==> src/rtl/core/ltoc_pkg.sv <==
// Shared types and constants for the toroidal Life oscillator checker.
// Used by the controller, the datapath and the top level; depends on nothing.
package ltoc_pkg;

    // Board geometry. The row count is fixed; the maximum column count is a top-level parameter.
    localparam int LTOC_ROWS          = 3;
    localparam int LTOC_MAX_COLS      = 10;

    // Generation counter and limit register.
    localparam int          LTOC_GEN_W         = 7;
    localparam logic [6:0]  LTOC_MAX_GEN_RESET = 7'd100;

    // Result transaction layout: is_oscillator, generations, outcome, zero fill.
    localparam int LTOC_OUTCOME_W   = 2;
    localparam int LTOC_OUT_TDATA_W = 16;

    // Outcome codes reported with every result.
    typedef enum logic [LTOC_OUTCOME_W-1:0] {
        OUTCOME_RETURNED = 2'd0,
        OUTCOME_STILL    = 2'd1,
        OUTCOME_SETTLED  = 2'd2,
        OUTCOME_LIMIT    = 2'd3
    } ltoc_outcome_t;

    // Controller states.
    typedef enum logic {
        ST_IDLE = 1'b0,
        ST_RUN  = 1'b1
    } ltoc_state_t;

    // Commands from the controller to the datapath.
    typedef struct packed {
        logic load;
        logic step;
        logic emit;
    } ltoc_cmd_t;

    // Status from the datapath to the controller.
    typedef struct packed {
        logic done;
        logic back_to_start;
    } ltoc_status_t;

endpackage

==> src/rtl/core/life_torus_oscillator_check_top.sv <==
// Top level of the toroidal Life oscillator checker.
// Depends on ltoc_pkg, ltoc_ctrl and ltoc_datapath.
//
//  Channel   Dir  Contents
//  s_axis    in   start_board, board_width
//  m_axis    out  is_oscillator, generations, outcome
//  cfg_wr    in   max_generations
//
// A board is loaded, then advanced one generation per step until it returns to its start,
// settles or reaches max_generations, and then its result is handed out.
// All cells of a generation are updated in parallel.
// Reset is synchronous and active low; the limit returns to 100.
// A result waits in the output register while the next board is taken; a run
// holds at its end only while the previous result is still unread.
module life_torus_oscillator_check_top #(
    parameter int MAX_COLS = ltoc_pkg::LTOC_MAX_COLS
) (
    input  logic aclk,
    input  logic aresetn,

    // Limit register write.
    input  logic                            cfg_wr_en,
    input  logic [ltoc_pkg::LTOC_GEN_W-1:0] cfg_wr_data,

    // Start boards.
    input  logic                                                     s_axis_tvalid,
    output logic                                                     s_axis_tready,
    // start_board, board_width, zero fill
    input  logic [((ltoc_pkg::LTOC_ROWS*MAX_COLS+$clog2(MAX_COLS+1)+7)/8)*8-1:0]
                                                                     s_axis_tdata,

    // Results.
    output logic                                  m_axis_tvalid,
    input  logic                                  m_axis_tready,
    // is_oscillator, generations, outcome, zero fill
    output logic [ltoc_pkg::LTOC_OUT_TDATA_W-1:0] m_axis_tdata
);

    localparam int BOARD_W = ltoc_pkg::LTOC_ROWS * MAX_COLS;
    localparam int WB      = $clog2(MAX_COLS + 1);

    ltoc_pkg::ltoc_cmd_t    cmd;
    ltoc_pkg::ltoc_status_t sts;

    ltoc_ctrl u_ctrl (
        .aclk          (aclk),
        .aresetn       (aresetn),
        .s_axis_tvalid (s_axis_tvalid),
        .s_axis_tready (s_axis_tready),
        .m_axis_tvalid (m_axis_tvalid),
        .m_axis_tready (m_axis_tready),
        .sts           (sts),
        .cmd           (cmd)
    );

    ltoc_datapath #(
        .MAX_COLS (MAX_COLS),
        .BOARD_W  (BOARD_W),
        .WB       (WB)
    ) u_datapath (
        .aclk        (aclk),
        .aresetn     (aresetn),
        .cfg_wr_en   (cfg_wr_en),
        .cfg_wr_data (cfg_wr_data),
        .start_board (s_axis_tdata[BOARD_W-1:0]),
        .board_width (s_axis_tdata[BOARD_W +: WB]),
        .cmd         (cmd),
        .sts         (sts),
        .result_data (m_axis_tdata)
    );

`ifndef SYNTH
    // The oscillator flag agrees with the outcome code.
    assert property (@(posedge aclk) disable iff (!aresetn)
        m_axis_tvalid |-> (m_axis_tdata[0] ==
            (m_axis_tdata[9:8] == ltoc_pkg::OUTCOME_RETURNED)))
        else $error("oscillator flag disagrees with outcome");

    // A still life is found after exactly one generation.
    assert property (@(posedge aclk) disable iff (!aresetn)
        (m_axis_tvalid && (m_axis_tdata[9:8] == ltoc_pkg::OUTCOME_STILL))
            |-> (m_axis_tdata[7:1] == 7'd1))
        else $error("still life reported with wrong generation count");

    // An accepted board starts a run, so no second board is taken next cycle.
    assert property (@(posedge aclk) disable iff (!aresetn)
        (s_axis_tvalid && s_axis_tready) |=> !s_axis_tready)
        else $error("board accepted while a run is in progress");

    // Returning to the start always ends the run at once.
    assert property (@(posedge aclk) disable iff (!aresetn)
        sts.back_to_start |-> sts.done)
        else $error("run continues after returning to start");
`endif

endmodule

==> src/rtl/core/ltoc_ctrl.sv <==
// Controller state machine for the Life oscillator checker.
// Depends on ltoc_pkg; drives the datapath commands and the result valid flag.
module ltoc_ctrl (
    input  logic                  aclk,
    input  logic                  aresetn,
    input  logic                  s_axis_tvalid,
    output logic                  s_axis_tready,
    output logic                  m_axis_tvalid,
    input  logic                  m_axis_tready,
    input  ltoc_pkg::ltoc_status_t sts,
    output ltoc_pkg::ltoc_cmd_t    cmd
);

    ltoc_pkg::ltoc_state_t state_reg, state_next;
    logic                  out_valid_reg, out_valid_next;
    logic                  out_free;

    // The output register can take a new result when empty or being drained.
    assign out_free      = !out_valid_reg || m_axis_tready;
    assign m_axis_tvalid = out_valid_reg;

    // State and result valid registers.
    always_ff @(posedge aclk) begin
        if (!aresetn) begin
            state_reg     <= ltoc_pkg::ST_IDLE;
            out_valid_reg <= 1'b0;
        end else begin
            state_reg     <= state_next;
            out_valid_reg <= out_valid_next;
        end
    end

    // Next state and command decode.
    always_comb begin
        state_next    = state_reg;
        cmd           = '0;
        s_axis_tready = 1'b0;
        case (state_reg)
            ltoc_pkg::ST_IDLE: begin
                s_axis_tready = 1'b1;
                if (s_axis_tvalid) begin
                    cmd.load   = 1'b1;
                    state_next = ltoc_pkg::ST_RUN;
                end
            end
            ltoc_pkg::ST_RUN: begin
                if (!sts.done) begin
                    cmd.step = 1'b1;
                end else if (out_free) begin
                    cmd.emit   = 1'b1;
                    state_next = ltoc_pkg::ST_IDLE;
                end
            end
            default: begin
                state_next = ltoc_pkg::ST_IDLE;
            end
        endcase
    end

    // A result stays valid until the downstream side takes it.
    always_comb begin
        if (cmd.emit) begin
            out_valid_next = 1'b1;
        end else if (m_axis_tready) begin
            out_valid_next = 1'b0;
        end else begin
            out_valid_next = out_valid_reg;
        end
    end

endmodule

==> src/rtl/core/ltoc_datapath.sv <==
// Datapath of the Life oscillator checker: board registers, one-generation
// cell update, stop detection, limit register and result register. Depends on ltoc_pkg.
module ltoc_datapath #(
    parameter int MAX_COLS = ltoc_pkg::LTOC_MAX_COLS,
    parameter int BOARD_W  = ltoc_pkg::LTOC_ROWS * MAX_COLS,
    parameter int WB       = $clog2(MAX_COLS + 1)
) (
    input  logic                                  aclk,
    input  logic                                  aresetn,
    input  logic                                  cfg_wr_en,
    input  logic [ltoc_pkg::LTOC_GEN_W-1:0]       cfg_wr_data,
    input  logic [BOARD_W-1:0]                    start_board,
    input  logic [WB-1:0]                         board_width,
    input  ltoc_pkg::ltoc_cmd_t                   cmd,
    output ltoc_pkg::ltoc_status_t                sts,
    output logic [ltoc_pkg::LTOC_OUT_TDATA_W-1:0] result_data
);

    localparam int CIW = $clog2(MAX_COLS);

    logic [BOARD_W-1:0]                board_reg, board_next;
    logic [BOARD_W-1:0]                start_reg, start_next;
    logic [WB-1:0]                     width_reg, width_next;
    logic [ltoc_pkg::LTOC_GEN_W-1:0]   gen_reg, gen_next;
    logic                              back_reg, back_next;
    logic                              settled_reg, settled_next;
    logic [ltoc_pkg::LTOC_GEN_W-1:0]   max_gen_reg;
    logic                              osc_reg, osc_next;
    logic [ltoc_pkg::LTOC_GEN_W-1:0]   res_gen_reg, res_gen_next;
    ltoc_pkg::ltoc_outcome_t           outcome_reg, outcome_next;

    logic [WB-1:0]                     width_clamped;
    logic [BOARD_W-1:0]                start_masked;
    logic [BOARD_W-1:0]                gen_board;
    logic [CIW-1:0]                    w_m1;
    logic [MAX_COLS-1:0]               row_bits [ltoc_pkg::LTOC_ROWS];

    // Clamp the column count into the supported range.
    always_comb begin
        if (board_width < WB'(2)) begin
            width_clamped = WB'(2);
        end else if (board_width > WB'(MAX_COLS)) begin
            width_clamped = WB'(MAX_COLS);
        end else begin
            width_clamped = board_width;
        end
    end

    assign w_m1 = CIW'(width_reg - WB'(1));

    // Start mask, row slices and the parallel cell update of one generation.
    genvar r, c;
    generate
        for (r = 0; r < ltoc_pkg::LTOC_ROWS; r++) begin : g_row
            localparam int UP = (r + ltoc_pkg::LTOC_ROWS - 1) % ltoc_pkg::LTOC_ROWS;
            localparam int DN = (r + 1) % ltoc_pkg::LTOC_ROWS;

            assign row_bits[r] = board_reg[r*MAX_COLS +: MAX_COLS];

            for (c = 0; c < MAX_COLS; c++) begin : g_col
                logic [CIW-1:0] lf;
                logic [CIW-1:0] rt;
                logic [3:0]     cnt;

                assign start_masked[r*MAX_COLS+c] =
                    start_board[r*MAX_COLS+c] && (WB'(c) < width_clamped);

                // Left neighbor wraps from the first column to the last one in use.
                if (c == 0) begin : g_lf_wrap
                    assign lf = w_m1;
                end else begin : g_lf_plain
                    assign lf = CIW'(c - 1);
                end

                // Right neighbor wraps from the last column in use to the first.
                assign rt = (WB'(c + 1) == width_reg) ? '0 : CIW'(c + 1);

                assign cnt = 4'(row_bits[UP][lf]) + 4'(row_bits[r][lf])
                           + 4'(row_bits[DN][lf]) + 4'(row_bits[UP][c])
                           + 4'(row_bits[DN][c])  + 4'(row_bits[UP][rt])
                           + 4'(row_bits[r][rt])  + 4'(row_bits[DN][rt]);

                // Birth on three neighbors, survival on two or three.
                assign gen_board[r*MAX_COLS+c] = (WB'(c) < width_reg)
                    && ((cnt == 4'd3) || (row_bits[r][c] && (cnt == 4'd2)));
            end
        end
    endgenerate

    // Stop conditions seen by the controller.
    assign sts.back_to_start = back_reg;
    assign sts.done          = back_reg || settled_reg || (gen_reg >= max_gen_reg);

    // Board, flags and generation counter.
    always_comb begin
        board_next   = board_reg;
        start_next   = start_reg;
        width_next   = width_reg;
        gen_next     = gen_reg;
        back_next    = back_reg;
        settled_next = settled_reg;
        if (cmd.load) begin
            board_next   = start_masked;
            start_next   = start_masked;
            width_next   = width_clamped;
            gen_next     = '0;
            back_next    = 1'b0;
            settled_next = 1'b0;
        end else if (cmd.step) begin
            board_next   = gen_board;
            gen_next     = gen_reg + 1'b1;
            back_next    = (gen_board == start_reg);
            settled_next = (gen_board == board_reg);
        end
    end

    // Result fields, captured when the controller hands the result out.
    always_comb begin
        osc_next     = osc_reg;
        res_gen_next = res_gen_reg;
        outcome_next = outcome_reg;
        if (cmd.emit) begin
            res_gen_next = gen_reg;
            osc_next     = back_reg && (gen_reg > 7'd1);
            if (back_reg) begin
                outcome_next = (gen_reg > 7'd1) ? ltoc_pkg::OUTCOME_RETURNED
                                                : ltoc_pkg::OUTCOME_STILL;
            end else if (settled_reg) begin
                outcome_next = ltoc_pkg::OUTCOME_SETTLED;
            end else begin
                outcome_next = ltoc_pkg::OUTCOME_LIMIT;
            end
        end
    end

    // Payload registers, cleared by reset.
    always_ff @(posedge aclk) begin
        if (!aresetn) begin
            board_reg   <= '0;
            start_reg   <= '0;
            width_reg   <= '0;
            gen_reg     <= '0;
            back_reg    <= 1'b0;
            settled_reg <= 1'b0;
            osc_reg     <= 1'b0;
            res_gen_reg <= '0;
            outcome_reg <= ltoc_pkg::OUTCOME_RETURNED;
        end else begin
            board_reg   <= board_next;
            start_reg   <= start_next;
            width_reg   <= width_next;
            gen_reg     <= gen_next;
            back_reg    <= back_next;
            settled_reg <= settled_next;
            osc_reg     <= osc_next;
            res_gen_reg <= res_gen_next;
            outcome_reg <= outcome_next;
        end
    end

    // Generation limit register.
    always_ff @(posedge aclk) begin
        if (!aresetn) begin
            max_gen_reg <= ltoc_pkg::LTOC_MAX_GEN_RESET;
        end else if (cfg_wr_en) begin
            max_gen_reg <= cfg_wr_data;
        end
    end

    assign result_data = {
        (ltoc_pkg::LTOC_OUT_TDATA_W - 1 - ltoc_pkg::LTOC_GEN_W - ltoc_pkg::LTOC_OUTCOME_W)'(0),
        outcome_reg, res_gen_reg, osc_reg
    };

endmodule
==> config.mk <==
export PLATFORM = sky130hd
export DESIGN_NAME = life_torus_oscillator_check_top
export DESIGN_NICKNAME = d
export VERILOG_FILES = /design/src/rtl/core/ltoc_pkg.sv /design/src/rtl/core/life_torus_oscillator_check_top.sv /design/src/rtl/core/ltoc_ctrl.sv /design/src/rtl/core/ltoc_datapath.sv
export SDC_FILE = /design/constraint.sdc
export NUM_CORES = 1
export LEC_CHECK = 0
export ABC_AREA = 0
export ABC_CLOCK_PERIOD_IN_PS = 12550
export BUFFER_PORTS_ARGS = -buffer_cell sky130_fd_sc_hd__buf_4
export CORE_MARGIN = 1.5
export CORE_UTILIZATION = 55
export CTS_CLUSTER_SIZE = 16
export DETAILED_ROUTE_END_ITERATION = 10
export PLACE_DENSITY = 0.73
export SLEW_MARGIN = 20
export SYNTH_ARGS = -nofsm -noshare
export SYNTH_HDL_FRONTEND = slang
export SYNTH_SLANG_ARGS = --single-unit
==> constraint.sdc <==
create_clock -name aclk -period 12.55 [get_ports aclk]
set_input_delay 2.51 -clock aclk [delete_from_list [all_inputs] [get_ports aclk]]
set_output_delay 2.51 -clock aclk [all_outputs]
set_load 0.01 [all_outputs]
==> results <==
- The run finished with clean final reports.
- The synthesized netlist devotes 17.7% of its cell area to compound gates.
- The number of buffers and inverters on the critical path is 5.
- The count of cells in the finished layout, fillers not included, comes to 1614.
- For this run the aggregate overflow at the end of global routing stands at 0.
- The reported max-cap violation count is 0.
- The switching power is 0.425 mW.
- The internal portion of the total power is 0.642 mW.
- The critical path class is reg2reg.
- On the final layout, the worst hold slack is 468 ps.
- The vertical extent of the die is roughly 140 µm.
- The final-report max-slew violation count was 0.
- The largest family of logic cells by synthesized area is adder cells.
- The overall routed net length is between 30000 and 40000 µm.
- The worst hold path belongs to the class reg2reg.
- The number of fillers in the final layout is 1796.
- Entering global routing, the biggest net connects 80 pins.
- STA classifies the critical path startpoint as a flip-flop.
- Ranked by instance count, the synthesized netlist is headed by sky130_fd_sc_hd__inv_1, sky130_fd_sc_hd__fa_1, sky130_fd_sc_hd__nor2_1, sky130_fd_sc_hd__ha_1, sky130_fd_sc_hd__nand2_1.
- In this run the power density over the cells is approximately 89 mW/mm².
- The number of input and output port buffers inserted is 57.
- The worst-case clock skew is between 8 and 9 ps.
- The worst vdd rail ir drop is between 0.00006 and 0.00007 V.
- Of the total power, combinational logic draws 42.9%.
- The cell area that synthesis handed to floorplanning was roughly 0.011 mm².
- The fraction of synthesized cell area in xor and xnor cells is 2.06%.
- The first-pass iteration count of the detailed router is 6.
- For this run, the number of Yosys warnings is 0.
- The slowest library cell on the worst path is sky130_fd_sc_hd__mux4_2.
- For the pin with the worst max-slew slack, the measured transition is 1030 ps.
- In this run the biggest area consumer among cell types represents between 20 and 25% of the synthesized area.
- In this run the count of I/O pins placed on the die edge is 70.
- The first global-routing pass estimated 54600 µm of wire.
- The relative contribution of the clock network to total power is 26.0%.
- In this run, post-CTS repair resized a total of 0 instances.
- The multi-input combinational cells in the finished layout cover a total of 0.00825 mm².
- The critical path goes through buf_4 -> inv_1 -> ha_1 -> xnor2_1 -> mux4_2 -> a311oi_1 -> ha_1 -> inv_1 -> fa_1 -> fa_1 -> inv_1 -> fa_1 -> inv_1 -> fa_1 -> a222oi_1 -> a21boi_0 -> o2111ai_1 -> nor4_1 -> nor4b_1 -> nand4_1 -> o21ai_0.
- The flip-flop cell with the highest count after synthesis is sky130_fd_sc_hd__dfxtp_1.
- For the worst-skew pair, the clock arrives at the later sink with an insertion delay of about 350 ps.
- Of the total synthesized cell area, the portion taken by AND, OR, NAND and NOR gates is ~17%.
- The maximum fanout encountered on the critical timing path is 16.
- Relative to the synthesized area, the layout overhead comes to 8.55%.
- In the final routed layout, each cell accounts on average for 21.9 µm.
- After clock tree synthesis, the flow added hold-fix buffers numbering 0.
- The share of flip-flops with an asynchronous set or reset after synthesis is 0%.
- In this run the remaining antenna-violating nets after routing total 0.
- In this run, the number of DRC markers left after iteration 0 of detailed routing was 784.
- The longest clock path from root to sink contains 2 buffers.
- The total setup buffers inserted after CTS is 0.
- The most area-hungry cell type in the Yosys netlist is sky130_fd_sc_hd__fa_1.
- The via total after detailed routing is around 10000.
- Data on the critical path is required at its endpoint by between 10000 and 15000 ps.
- The congestion estimate from routability-driven global placement came to 1.01.
- The register cell area after layout is 0.00184 mm².
- The number of flops mapped to enable cells by yosys is 0.
- Grouping stages by cell kind, the critical path spends the most delay in adder cells.
- The final layout net count is 1622.
- The placement-stage cell area is 0.0117 mm².
- The endpoint kind of the worst setup timing path is a flip-flop.
- Net switching is between 30 and 40% of the power.
- Of the synthesized area, sequential elements account for 16.7%.
- The dominant cell by count in the synthesized netlist is sky130_fd_sc_hd__inv_1.
- The top achievable clock speed is 146 MHz.
- The critical path data arrival time is 7120 ps.
- Once layout is done, the placed cells without fillers occupy between 0.01 and 0.015 mm².
- The die covers roughly 0.021 mm².
- The final sum of negative setup slack is 0 ps.
- Counting the buffers created by CTS gives 9.
- The root buffer cell is sky130_fd_sc_hd__clkbuf_16.
- Cells fill roughly three fifths of the core in the end.
- The site row count is approximately 50.
- The number of cells in the design after placement is 1599.
- The total area inside the core boundary comes to between 0.015 and 0.02 mm².
- A synthesized cell averages 8.43 µm².
- The number of antenna violations at the first check in global routing is 2.
- After layout, the design draws a total of between 1 and 1.5 mW.
- The post-synthesis cell count is about 1300.
- Of the post-synthesis cell area, the part taken by muxes is under 10%.
- The largest stage delay on the critical path is 640 ps.
- The post-synthesis share of cell area spent on full adders, half adders and majority gates is roughly 34%.
- The per-cell via count in the routed design is 6.15.
- The final clock period utilization by the worst path is 54.5%.
- The post-place setup slack is about 5800 ps.
- The final worst setup slack is 5710 ps.
- The count of H-tree levels built during CTS is 3.
- Setup repair after global routing left no endpoint under its margin.
- After detailed routing, the number of remaining DRC violations is 0.
- After synthesis, the cell types taking the most area are sky130_fd_sc_hd__fa_1, sky130_fd_sc_hd__dfxtp_1, sky130_fd_sc_hd__ha_1.
- The starting density of the core is between 50% and 60%.
- The worst-case headroom to the max-slew limit is 30.5%.
- For this run, the total global-route usage over all layers was measured as 35.4%.
- The flip-flop and latch count after synthesis is between 90 and 100.
- Cells with a size suffix above 1 make up 8.38% of the layout.
- The share of total power dissipated in sequential elements is a little over 30%.
- The setup violation total in the final timing report is 0.
- The number of global-route vias before repair is between 9000 and 10000.
- The total number of clock tree sinks is 92.
- The clock slew at the register clock pins of the worst setup and hold paths is roughly 70 ps.
- The final hold violation count is 0.
- The clock tree from TritonCTS is yes.
- The time the final worst path needs with I/O delays and setup is 6840 ps.
- The die is 145 µm wide.
- The number of different library cells in the post-synthesis netlist is 71.
- In this run the static leakage power is 5.21 nW.
- After legalization and detailed placement, the total HPWL measured 28400 µm.
[worst register-to-register path: cells and delay by family (launching register included)]
kind,cells,cell delay (ps)
flops,1,310
fa+ha+maj,6,2430
xor+xnor,1,490
simple gates,3,970
buf+inv,5,690
mux,1,640
compound gates,5,1240
[power by group through the flow]
stage | sequential, mW | combinational, mW | clock [mW]
after floorplan | 0.327 | 0.323 | 0
after global placement | 0.337 | 0.438 | 0
after detailed placement | 0.338 | 0.453 | 0
after CTS | 0.331 | 0.455 | 0.280
after global routing | 0.334 | 0.517 | 0.291
final | 0.333 | 0.458 | 0.277
[area by class of cell]
class / instances / area share, %
Antenna cell: 1 / 0.0209
Timing Repair Buffer: 67 / 4.20
Sequential cell: 92 / 15.4
Clock inverter: 4 / 0.428
Tap cell: 265 / 2.77
Inverter: 203 / 6.36
Multi-Input combinational cell: 972 / 68.9
Clock buffer: 10 / 1.99
[cells in the final DEF, fill, tap and decap left out, drive strengths merged, types with 15 or more instances in the layout]
| cell | synthesis | layout |
|---|---|---|
| nor2 | 112 | 112 |
| nand2 | 105 | 105 |
| nor4 | 15 | 15 |
| a211oi | 20 | 20 |
| nand3 | 24 | 24 |
| o21ai | 44 | 44 |
| or3 | 16 | 16 |
| a21oi | 74 | 74 |
| ha | 106 | 106 |
| nor3 | 15 | 15 |
| nand2b | 27 | 27 |
| dfxtp | 92 | 92 |
| fa | 119 | 119 |
| mux2i | 22 | 22 |
| nor2b | 32 | 32 |
| xnor2 | 16 | 16 |
| buf | 16 | 67 |
| inv | 203 | 203 |
| a31oi | 29 | 29 |
| a21o | 18 | 18 |
[worst paths after layout]
check,cells after the start,slack [ps],to,from
worst max-delay path,21,5710,u_datapath.settled_reg$_SDFFE_PP0P_,u_datapath.width_reg[0]$_SDFFE_PN0P_
worst min-delay path,2,470,u_datapath.start_reg[21]$_SDFFE_PN0P_,u_datapath.start_reg[21]$_SDFFE_PN0P_
worst max register to register,21,5710,u_datapath.settled_reg$_SDFFE_PP0P_,u_datapath.width_reg[0]$_SDFFE_PN0P_
worst min register to register,2,470,u_datapath.start_reg[21]$_SDFFE_PN0P_,u_datapath.start_reg[21]$_SDFFE_PN0P_
[routing by layer]
layer	up-vias	share of wire (%)	GRT usage, %
met5	-	0	0
met2	458	46	55.9
met3	94	9.1	9.02
li1	4561	-	-
met4	0	3.9	15.3
met1	4813	41	46.1
[cell families after synthesis]
family | after synthesis
buffers and inverters | 250
flip-flops | 92
XOR/XNOR | 26
AND/OR/NAND/NOR | 395
other | 1
AO/OA/AOI/OAI | 288
adder cells (fa/ha/maj) | 225
multiplexers | 32
Note: power is estimated with default switching activity, not from simulation.
